===== src/design/cdt_pkg.sv =====
// ----------------------------------------------------------------------------
// cdt_pkg: shared types and constants of the countdown timer
// Event kinds, phase codes, queue item and pipeline snapshot, and the
// reciprocal constants used by the display conversion.
// ----------------------------------------------------------------------------
package cdt_pkg;

    localparam int DELTA_W  = 8;
    localparam int STAMP_W  = 32;
    localparam int REM_W    = 23;   // remaining milliseconds, max 5999000
    localparam int MIN_W    = 7;
    localparam int SEC_W    = 6;
    localparam int TSEC_W   = 13;   // remaining whole seconds, max 5999

    // event codes as they arrive on tuser
    localparam logic [2:0] MODE_TICK    = 3'd0;
    localparam logic [2:0] MODE_ADD_MIN = 3'd1;
    localparam logic [2:0] MODE_ADD_SEC = 3'd2;
    localparam logic [2:0] MODE_START   = 3'd3;
    localparam logic [2:0] MODE_PAUSE   = 3'd4;
    localparam logic [2:0] MODE_RESUME  = 3'd5;
    localparam logic [2:0] MODE_RESET   = 3'd6;

    localparam int MIN_MAX     = 99;
    localparam int SEC_MAX     = 59;
    localparam int SEC_FLOOR   = 10;
    localparam int MS_PER_SEC  = 1000;
    localparam int SEC_PER_MIN = 60;
    localparam int MS_PER_MIN  = MS_PER_SEC * SEC_PER_MIN;

    localparam logic [MIN_W-1:0] RESET_MIN = MIN_W'(5);
    localparam logic [SEC_W-1:0] RESET_SEC = SEC_W'(0);
    localparam logic [REM_W-1:0] RESET_REM =
        REM_W'((5 * SEC_PER_MIN + 0) * MS_PER_SEC);

    // x / 1000 == (x * RECIP_MS) >> RECIP_MS_SH, exact for x < 2^23
    localparam logic [23:0] RECIP_MS    = 24'd8589935;
    localparam int          RECIP_MS_SH = 33;
    // x / 60 == (x * RECIP_MIN) >> RECIP_MIN_SH, exact for x < 6000
    localparam logic [14:0] RECIP_MIN    = 15'd17477;
    localparam int          RECIP_MIN_SH = 20;

    typedef enum logic [2:0] {
        K_TICK,
        K_ADD_MIN,
        K_ADD_SEC,
        K_START,
        K_PAUSE,
        K_RESUME,
        K_RESET,
        K_IGNORE
    } t_kind;

    typedef enum logic [1:0] {
        PH_IDLE,
        PH_RUNNING,
        PH_PAUSED,
        PH_EXPIRED
    } t_phase;

    typedef struct packed {
        t_kind                      kind;
        logic signed [DELTA_W-1:0]  delta;
        logic [STAMP_W-1:0]         now;
    } t_event;

    typedef struct packed {
        logic               valid;
        t_phase             phase;
        logic [REM_W-1:0]   rem;
    } t_snap;

endpackage


===== src/design/cdt_front.sv =====
// ----------------------------------------------------------------------------
// cdt_front: event intake
// Accepts input beats, classifies the mode code and holds events in a
// two-entry queue for the timer core.
// ----------------------------------------------------------------------------
module cdt_front (
    input  logic                      i_clk,
    input  logic                      i_rst_n,
    input  logic                      i_s_tvalid,
    output logic                      o_s_tready,
    input  logic [39:0]               i_s_tdata,   // delta[7:0], now_ms[39:8]
    input  logic [2:0]                i_s_tuser,   // mode[2:0]
    output logic                      o_q_valid,
    output cdt_pkg::t_event           o_q_item,
    input  logic                      i_q_pop
);
    import cdt_pkg::*;

    t_event     r_q [2];
    logic       r_wr_ptr;
    logic       r_rd_ptr;
    logic [1:0] r_count;

    t_kind      kind;
    t_event     item;
    logic       push;

    always_comb begin
        case (i_s_tuser)
            MODE_TICK:    kind = K_TICK;
            MODE_ADD_MIN: kind = K_ADD_MIN;
            MODE_ADD_SEC: kind = K_ADD_SEC;
            MODE_START:   kind = K_START;
            MODE_PAUSE:   kind = K_PAUSE;
            MODE_RESUME:  kind = K_RESUME;
            MODE_RESET:   kind = K_RESET;
            default:      kind = K_IGNORE;
        endcase
    end

    assign item.kind  = kind;
    assign item.delta = $signed(i_s_tdata[7:0]);
    assign item.now   = i_s_tdata[39:8];

    assign o_s_tready = (r_count != 2'd2);
    assign push       = i_s_tvalid && o_s_tready;
    assign o_q_valid  = (r_count != 2'd0);
    assign o_q_item   = r_q[r_rd_ptr];

    always_ff @(posedge i_clk) begin
        if (push) begin
            r_q[r_wr_ptr] <= item;
        end
    end

    always_ff @(posedge i_clk) begin
        if (!i_rst_n) begin
            r_wr_ptr <= 1'b0;
            r_rd_ptr <= 1'b0;
            r_count  <= 2'd0;
        end else begin
            if (push) begin
                r_wr_ptr <= ~r_wr_ptr;
            end
            if (i_q_pop) begin
                r_rd_ptr <= ~r_rd_ptr;
            end
            case ({push, i_q_pop})
                2'b10:   r_count <= r_count + 2'd1;
                2'b01:   r_count <= r_count - 2'd1;
                default: r_count <= r_count;
            endcase
        end
    end

endmodule


===== src/design/cdt_core.sv =====
// ----------------------------------------------------------------------------
// cdt_core: timer state
// Applies one queued event per cycle to phase, settings and remaining time
// while the display pipeline advances, and hands it a snapshot of the result.
// ----------------------------------------------------------------------------
module cdt_core (
    input  logic                i_clk,
    input  logic                i_rst_n,
    input  logic                i_q_valid,
    input  cdt_pkg::t_event     i_q_item,
    output logic                o_q_pop,
    input  logic                i_adv,
    output cdt_pkg::t_snap      o_snap
);
    import cdt_pkg::*;

    t_phase             r_phase,  n_phase;
    logic [MIN_W-1:0]   r_min,    n_min;
    logic [SEC_W-1:0]   r_sec,    n_sec;
    logic [REM_W-1:0]   r_load,   n_load;
    logic [REM_W-1:0]   r_rem,    n_rem;
    logic [STAMP_W-1:0] r_stamp,  n_stamp;
    t_snap              r_snap;

    logic                take;
    logic [STAMP_W-1:0]  elapsed;
    logic                expire;
    logic [REM_W-1:0]    tick_rem;
    logic signed [8:0]   sum_min;
    logic signed [8:0]   sum_sec;
    logic [MIN_W-1:0]    clamp_min;
    logic [SEC_W-1:0]    clamp_sec;
    logic [MIN_W-1:0]    set_min;
    logic [SEC_W-1:0]    base_sec;
    logic [SEC_W-1:0]    set_sec;
    logic [REM_W-1:0]    set_load;

    assign take    = i_adv && i_q_valid;
    assign o_q_pop = take;
    assign o_snap  = r_snap;

    // tick: wrapping elapsed time against what is left
    assign elapsed  = i_q_item.now - r_stamp;
    assign expire   = (elapsed >= STAMP_W'(r_rem));
    assign tick_rem = expire ? '0 : (r_rem - elapsed[REM_W-1:0]);

    assign sum_min = $signed({2'b00, r_min}) + 9'(i_q_item.delta);
    assign sum_sec = $signed({3'b000, r_sec}) + 9'(i_q_item.delta);

    always_comb begin
        if (sum_min[8]) begin
            clamp_min = '0;
        end else if (sum_min > 9'sd99) begin
            clamp_min = MIN_W'(MIN_MAX);
        end else begin
            clamp_min = sum_min[MIN_W-1:0];
        end
        if (sum_sec[8]) begin
            clamp_sec = '0;
        end else if (sum_sec > 9'sd59) begin
            clamp_sec = SEC_W'(SEC_MAX);
        end else begin
            clamp_sec = sum_sec[SEC_W-1:0];
        end

        set_min  = (i_q_item.kind == K_ADD_MIN) ? clamp_min : r_min;
        base_sec = (i_q_item.kind == K_ADD_SEC) ? clamp_sec : r_sec;
        // zero minutes keeps at least ten seconds
        if (set_min == '0 && base_sec < SEC_W'(SEC_FLOOR)) begin
            set_sec = SEC_W'(SEC_FLOOR);
        end else begin
            set_sec = base_sec;
        end
        set_load = REM_W'(set_min) * REM_W'(MS_PER_MIN)
                 + REM_W'(set_sec) * REM_W'(MS_PER_SEC);
    end

    always_comb begin
        n_phase = r_phase;
        n_min   = r_min;
        n_sec   = r_sec;
        n_load  = r_load;
        n_rem   = r_rem;
        n_stamp = r_stamp;
        case (i_q_item.kind)
            K_TICK: begin
                if (r_phase == PH_RUNNING) begin
                    n_stamp = i_q_item.now;
                    n_rem   = tick_rem;
                    n_phase = expire ? PH_EXPIRED : PH_RUNNING;
                end
            end
            K_ADD_MIN, K_ADD_SEC: begin
                if (r_phase == PH_IDLE) begin
                    n_min  = set_min;
                    n_sec  = set_sec;
                    n_load = set_load;
                    n_rem  = set_load;
                end
            end
            K_START: begin
                if (r_phase == PH_IDLE) begin
                    n_phase = PH_RUNNING;
                    n_stamp = i_q_item.now;
                end
            end
            K_PAUSE: begin
                // tick first; an expiring tick still ends paused
                if (r_phase == PH_RUNNING) begin
                    n_stamp = i_q_item.now;
                    n_rem   = tick_rem;
                    n_phase = PH_PAUSED;
                end
            end
            K_RESUME: begin
                if (r_phase == PH_PAUSED) begin
                    n_phase = PH_RUNNING;
                    n_stamp = i_q_item.now;
                end
            end
            K_RESET: begin
                n_rem   = r_load;
                n_phase = PH_IDLE;
                n_stamp = '0;
            end
            default: begin
            end
        endcase
    end

    always_ff @(posedge i_clk) begin
        if (!i_rst_n) begin
            r_phase      <= PH_IDLE;
            r_min        <= RESET_MIN;
            r_sec        <= RESET_SEC;
            r_load       <= RESET_REM;
            r_rem        <= RESET_REM;
            r_stamp      <= '0;
            r_snap.valid <= 1'b0;
        end else begin
            if (take) begin
                r_phase      <= n_phase;
                r_min        <= n_min;
                r_sec        <= n_sec;
                r_load       <= n_load;
                r_rem        <= n_rem;
                r_stamp      <= n_stamp;
                r_snap.phase <= n_phase;
                r_snap.rem   <= n_rem;
            end
            if (i_adv) begin
                r_snap.valid <= take;
            end
        end
    end

endmodule


===== src/design/cdt_disp.sv =====
// ----------------------------------------------------------------------------
// cdt_disp: display conversion and output register
// Splits remaining milliseconds into minutes and seconds in three stages
// by reciprocal multiplication; the whole pipe moves when the output frees.
// ----------------------------------------------------------------------------
module cdt_disp (
    input  logic                        i_clk,
    input  logic                        i_rst_n,
    input  cdt_pkg::t_snap              i_snap,
    output logic                        o_adv,
    output logic                        o_m_tvalid,
    input  logic                        i_m_tready,
    output cdt_pkg::t_phase             o_phase,
    output logic [cdt_pkg::MIN_W-1:0]   o_minutes,
    output logic [cdt_pkg::SEC_W-1:0]   o_seconds
);
    import cdt_pkg::*;

    logic               r_s2_valid;
    t_phase             r_s2_phase;
    logic [TSEC_W-1:0]  r_s2_tsec;
    logic               r_s3_valid;
    t_phase             r_s3_phase;
    logic [TSEC_W-1:0]  r_s3_tsec;
    logic [MIN_W-1:0]   r_s3_min;
    logic               r_out_valid;
    t_phase             r_out_phase;
    logic [MIN_W-1:0]   r_out_min;
    logic [SEC_W-1:0]   r_out_sec;

    logic [46:0]        prod_ms;
    logic [27:0]        prod_min;
    logic [TSEC_W-1:0]  sec_rest;

    assign o_adv = !r_out_valid || i_m_tready;

    assign prod_ms  = 47'(i_snap.rem) * 47'(RECIP_MS);
    assign prod_min = 28'(r_s2_tsec) * 28'(RECIP_MIN);
    assign sec_rest = r_s3_tsec - TSEC_W'(r_s3_min) * TSEC_W'(SEC_PER_MIN);

    always_ff @(posedge i_clk) begin
        if (!i_rst_n) begin
            r_s2_valid  <= 1'b0;
            r_s3_valid  <= 1'b0;
            r_out_valid <= 1'b0;
        end else if (o_adv) begin
            r_s2_valid  <= i_snap.valid;
            r_s3_valid  <= r_s2_valid;
            r_out_valid <= r_s3_valid;
        end
    end

    always_ff @(posedge i_clk) begin
        if (o_adv) begin
            r_s2_phase  <= i_snap.phase;
            r_s2_tsec   <= prod_ms[RECIP_MS_SH +: TSEC_W];
            r_s3_phase  <= r_s2_phase;
            r_s3_tsec   <= r_s2_tsec;
            r_s3_min    <= prod_min[RECIP_MIN_SH +: MIN_W];
            r_out_phase <= r_s3_phase;
            r_out_min   <= r_s3_min;
            r_out_sec   <= sec_rest[SEC_W-1:0];
        end
    end

    assign o_m_tvalid = r_out_valid;
    assign o_phase    = r_out_phase;
    assign o_minutes  = r_out_min;
    assign o_seconds  = r_out_sec;

endmodule


===== src/design/countdown_timer_mm_ss.sv =====
// ----------------------------------------------------------------------------
// countdown_timer_mm_ss: minutes/seconds countdown timer
// Events (tick, add minutes, add seconds, start, pause, resume, reset) move
// the timer through idle, running, paused and expired; each event returns
// the phase and the remaining time as minutes and seconds.
//
//  channel  | dir | payload
//  ---------+-----+----------------------------------------------------------
//  s_axis   | in  | tuser: mode[2:0]; tdata: delta[7:0], now_ms[39:8]
//  m_axis   | out | tdata: run_state[1:0], show_minutes[8:2], show_seconds[14:9]
//
// One event per cycle sustained while m_axis does not stall; an event's result
// passes queue, state update, two reciprocal multiplies and output register.
// The state update applies one event per cycle when not stalled; that sets the rate.
// Reset is synchronous, active low, and empties queue and pipeline.
// A stall on m_axis holds the pipeline; the two-entry queue then fills
// and drops s_axis tready.
// ----------------------------------------------------------------------------
module countdown_timer_mm_ss (
    input  logic        i_clk,
    input  logic        i_rst_n,
    input  logic        i_s_axis_tvalid,
    output logic        o_s_axis_tready,
    input  logic [39:0] i_s_axis_tdata,   // delta[7:0], now_ms[39:8]
    input  logic [2:0]  i_s_axis_tuser,   // mode[2:0]
    output logic        o_m_axis_tvalid,
    input  logic        i_m_axis_tready,
    output logic [15:0] o_m_axis_tdata    // run_state[1:0], show_minutes[8:2],
                                          // show_seconds[14:9], zero[15]
);
    import cdt_pkg::*;

    logic               q_valid;
    t_event             q_item;
    logic               q_pop;
    logic               adv;
    t_snap              snap;
    t_phase             out_phase;
    logic [MIN_W-1:0]   out_min;
    logic [SEC_W-1:0]   out_sec;

    cdt_front u_front (
        .i_clk      (i_clk),
        .i_rst_n    (i_rst_n),
        .i_s_tvalid (i_s_axis_tvalid),
        .o_s_tready (o_s_axis_tready),
        .i_s_tdata  (i_s_axis_tdata),
        .i_s_tuser  (i_s_axis_tuser),
        .o_q_valid  (q_valid),
        .o_q_item   (q_item),
        .i_q_pop    (q_pop)
    );

    cdt_core u_core (
        .i_clk     (i_clk),
        .i_rst_n   (i_rst_n),
        .i_q_valid (q_valid),
        .i_q_item  (q_item),
        .o_q_pop   (q_pop),
        .i_adv     (adv),
        .o_snap    (snap)
    );

    cdt_disp u_disp (
        .i_clk      (i_clk),
        .i_rst_n    (i_rst_n),
        .i_snap     (snap),
        .o_adv      (adv),
        .o_m_tvalid (o_m_axis_tvalid),
        .i_m_tready (i_m_axis_tready),
        .o_phase    (out_phase),
        .o_minutes  (out_min),
        .o_seconds  (out_sec)
    );

    assign o_m_axis_tdata = {1'b0, out_sec, out_min, out_phase};

endmodule


===== config.mk =====
export PLATFORM = sky130hd
export DESIGN_NAME = countdown_timer_mm_ss
export DESIGN_NICKNAME = d
export VERILOG_FILES = /design/src/design/cdt_pkg.sv /design/src/design/cdt_front.sv /design/src/design/cdt_core.sv /design/src/design/cdt_disp.sv /design/src/design/countdown_timer_mm_ss.sv
export SDC_FILE = /design/constraint.sdc
export NUM_CORES = 1
export LEC_CHECK = 0
export ABC_CLOCK_PERIOD_IN_PS = 8600
export BUFFER_PORTS_ARGS = -buffer_cell sky130_fd_sc_hd__buf_2
export CELL_PAD_IN_SITES_DETAIL_PLACEMENT = 0
export CELL_PAD_IN_SITES_GLOBAL_PLACEMENT = 1
export CORE_ASPECT_RATIO = 0.8
export CORE_MARGIN = 4
export CORE_UTILIZATION = 47
export CTS_BUF_LIST = sky130_fd_sc_hd__clkbuf_2 sky130_fd_sc_hd__clkbuf_4 sky130_fd_sc_hd__clkbuf_8
export CTS_CLUSTER_DIAMETER = 100
export DETAILED_ROUTE_END_ITERATION = 6
export GPL_TIMING_DRIVEN = 1
export PLACE_DENSITY = 0.81
export SYNTH_ARGS = -nofsm -noshare
export SYNTH_HDL_FRONTEND = slang
export SYNTH_HIERARCHICAL = 1
export SYNTH_SLANG_ARGS = --single-unit

===== constraint.sdc =====
create_clock -name i_clk -period 8.6 [get_ports i_clk]
set_input_delay 0.43 -clock i_clk [delete_from_list [all_inputs] [get_ports i_clk]]
set_output_delay 0.43 -clock i_clk [all_outputs]
set_load 0.03 [all_outputs]

==> run_results.csv <==
group,metric,value,unit
global_routing,grt_start_max_net_pins,51,
global_routing,wire_length_of_the_first_global_routing_pass,107000,um
sta,fmaxAchievable,117,MHz
route,remaining_drc_errors,0,
placement,globalplace.congestion,0.945,
sta,timing_max_transition_violations_final,0,
die,die_area,60900,um^2
sta,rsz0062_at_grt,"true",
worst_setup_path,critical_path.most_common_cell,"a21oi_2",
min_path,hold_path.class,"input pin to register",
yosys,ys_dominant_reg_cell,"edfxtp_1",
sta,report.final.setup_viol,0,
placement,dp.cells,3557,
sta,worstMarginPinSlew,1.27,ns
sta,layout_worst_path_cycle_share,99.2,%
sta,hold_violations,0,
global_routing,antenna_found_initial,0,
route,route.vias.total,19800,
cts,cts_tree,"built",
final_layout,multiInputGateArea,18200,um^2
worst_setup_path,cp.required,8.97,ns
final_layout,finalNetCount,3644,
yosys,yosys.area.top_type,"ha_1",
die,core_region_area,55900,um^2
yosys,synthTopCellsByArea,"ha_1 23%, edfxtp_1 17%, fa_1 15%",
yosys,number_of_distinct_standard_cells_referenced_by_the_synthesized_netlist,96,
final_layout,syn_to_final_growth,11.0,%
worst_setup_path,start_kind,"register",
yosys,yosys_warns,6,
yosys,syn-num-nets,3508,
route,drt-initial-drc-count,1505,
final_layout,final_layout_size_suffix_gt1_share,11.1,%
worst_setup_path,worst_path_max_delay_cell,"fa_1",
cts,cts-root-buf,"clkbuf_8",
route,detail_route.wl_per_cell,17.6,um
min_path,number_of_instances_on_the_worst_hold_path,1,
min_path,launch_point_of_the_worst_hold_path,"i_s_axis_tdata[10]",
final_layout,antenna_diodes,0,
final_layout,fillers,5081,
worst_setup_path,crit_path_max_fo,4,
final_layout,seq_area,6630,um^2
outcome,status,"finished clean",
min_path,min_delay_worst_endpoint,"u_front/r_q[0][2]",
worst_setup_path,worst_setup_end_kind,"register",
worst_setup_path,critPathArrivalTime,8.90,ns
yosys,syn_inst_count,2770,
route,drtAntennaViolNets,0,
global_routing,gr-total-overflow,0,
yosys,total_of_flip_flops_plus_latches_after_synthesis,253,
flow_run,max_cap_viol_count,0,
worst_setup_path,rr_worst_depth,44,
sta,relSlewSlack,15.1,%
die,die_x,275,um
global_routing,track_usage,21.3,%
cts,htree_num_levels,2,
route,drtPass1Iterations,6,
yosys,number_of_enable_flip_flop_cells_after_synthesis,156,
placement,port_buffers,63,
die,die_height,222,um
worst_setup_path,timing.setup.critical_path_class,"register to register",
die,ports,65,
die,placementRows,77,
cts,cts.sink_count,253,
placement,hpwl,51600,um
route,viasPerCell,5.38,
cts,cts.reportedPaths.clkPinSlew,0.06,ns
yosys,netlist_top_cells_count,"519 x inv_1, 484 x ha_1, 207 x fa_1",
final_layout,post_layout_nonfiller_instances,3691,
worst_setup_path,max_stage_delay,0.49,ns
worst_setup_path,r2r-end,"u_core/o_snap[22]",
yosys,yosys.cell_count.top_type,"inv_1",
yosys,syn_area,26800,um^2
yosys,ys_seq_area_share,24.7,%
cts,insertion_delay_of_the_later_clocked_pin_in_the_worst_skew_pair,0.64,ns
worst_setup_path,reg2reg_setup_slack,0.07,ns
sta,clock-skew-final,0.0671,ns
yosys,synth_area_per_cell,9.68,um^2
sta,layout_min_cycle_time,8.53,ns
cts,tritoncts.num_buffers,45,
global_routing,first_global_vias,20300,
yosys,postSynth.asyncResetShare,0,%
cts,cts.path.max_buffers,3,
yosys,synth_top_area_share,22.6,%
die,initial_core_util,48.0,%
route,wl,65100,um
==> per-stage QoR <==
step / setup TNS, ns / setup WS [ns] / hold slack, ns / utilization (%) / cell area [um^2]
4_1_cts: 0 / 0.0122 / 0.0135 / 52.8 / 29500
3_3_place_gp: 0 / 0.0668 / 0.404 / 50.4 / 28100
3_5_place_dp: -0.315 / -0.173 / 0.405 / 50.4 / 28100
2_1_floorplan: 0 / 0.0165 / 0.400 / - / 26800
6_report: 0 / 0.0707 / 0.0428 / 53.3 / 29800
5_1_grt: -3.36 / -0.369 / 0.0307 / 53.3 / 29800
==> timing repair <==
| item | CTS | global route |
|---|---|---|
| setup buffers | 1 | 10 |
| hold buffers | 41 | 0 |
| pin swaps | 14 | 29 |
| resized for setup | 7 | 46 |
| gates cloned | 0 | 0 |
| hold endpoints to repair | 82 | 0 |
| setup endpoints to repair | 4 | 24 |
==> kinds of logic (layout without fill, tap and decap cells) <==
group,after synthesis,count (layout),synth area share [%]
AOI/OAI and AO/OA,576,576,14.2
xor gates and xnor gates,117,117,3.82
adders and majority gates,691,691,38.1
buffers and inverters,585,756,8.27
DFF,253,253,24.7
muxes,49,49,2.03
other,1,1,0.0140
and+or+nand+nor,498,498,8.86
==> worst max-delay path, delay by kind of cell, from the launching register on <==
| family | cells | cell delay [ns] |
|---|---|---|
| adder cells (fa/ha/maj) | 9 | 2.92 |
| AO/OA/AOI/OAI | 17 | 2.78 |
| XOR/XNOR | 2 | 0.19 |
| AND/OR/NAND/NOR | 12 | 1.33 |
| multiplexers | 1 | 0.33 |
| flip-flops | 1 | 0.37 |
| buffers and inverters | 3 | 0.37 |
==> cell type report <==
class,instances,share of cell area (%)
inverters,519,6.55
well taps,750,3.15
multi-input cells,1932,61.2
repair buffers,155,3.74
clock buffers,55,2.38
flip-flops and latches,253,22.3
clock inverters,27,0.681
==> registers in the layout, indices dropped and copies added, names as in the netlist, named ones only <==
name	flops
u_core/r_phase	2
u_disp/r_s3_min	7
u_core/o_snap	26
u_core/r_load	18
u_core/r_min	7
u_front/r_count	2
u_core/r_sec	6
u_disp/o_m_tvalid	1
u_front/r_q	86
u_disp/r_s3_valid	1
u_disp/o_minutes	7
u_core/r_rem	23
u_disp/o_seconds	6
u_core/r_stamp	32
u_disp/o_phase	2
u_disp/r_s3_tsec	6
u_disp/r_s2_phase	2
u_front/r_rd_ptr	1
u_front/r_wr_ptr	1
u_disp/r_s2_tsec	13
u_disp/r_s2_valid	1
u_disp/r_s3_phase	2
==> how the worst max path moves through the flow <==
stage             start                end  slack [ns]  depth (start not counted)
6_report       register  u_core/o_snap[22]        0.07                         44
5_1_grt        register  u_core/o_snap[22]       -0.37                         42
4_1_cts        register   u_core/r_rem[18]        0.01                         45
3_5_place_dp   register  u_core/o_snap[22]       -0.17                         43
3_3_place_gp   register  u_core/o_snap[22]        0.07                         43
2_1_floorplan  register  u_core/o_snap[22]        0.02                         45
==> layer usage <==
layer,part of all wire [%],vias to the layer above,track usage (%)
met4,1.5,0,4.00
li1,-,9744,-
met5,0,-,0
met1,48,9555,31.5
met3,5.2,77,2.86
met2,45,464,33.9
==> placed cells by master, fill, tap and decap left out, drive strengths merged, types with 18 or more instances in the layout <==
| master | count |
|---|---|
| nand2b | 22 |
| clkbuf | 55 |
| nand3 | 66 |
| o21bai | 18 |
| mux2 | 43 |
| dlygate4sd3 | 41 |
| xnor2 | 68 |
| nand2 | 158 |
| a211oi | 23 |
| a31oi | 19 |
| clkinv | 21 |
| edfxtp | 156 |
| nor2 | 130 |
| ha | 484 |
| fa | 207 |
| buf | 114 |
| inv | 520 |
| a21oi | 188 |
| dfxtp | 97 |
| xor2 | 49 |
| o21a | 29 |
| o21ai | 106 |
| a21o | 60 |
| nor3 | 25 |
Power is not shown: default switching activity piles up to over one toggle a cycle in this logic, so the estimate is an artifact.
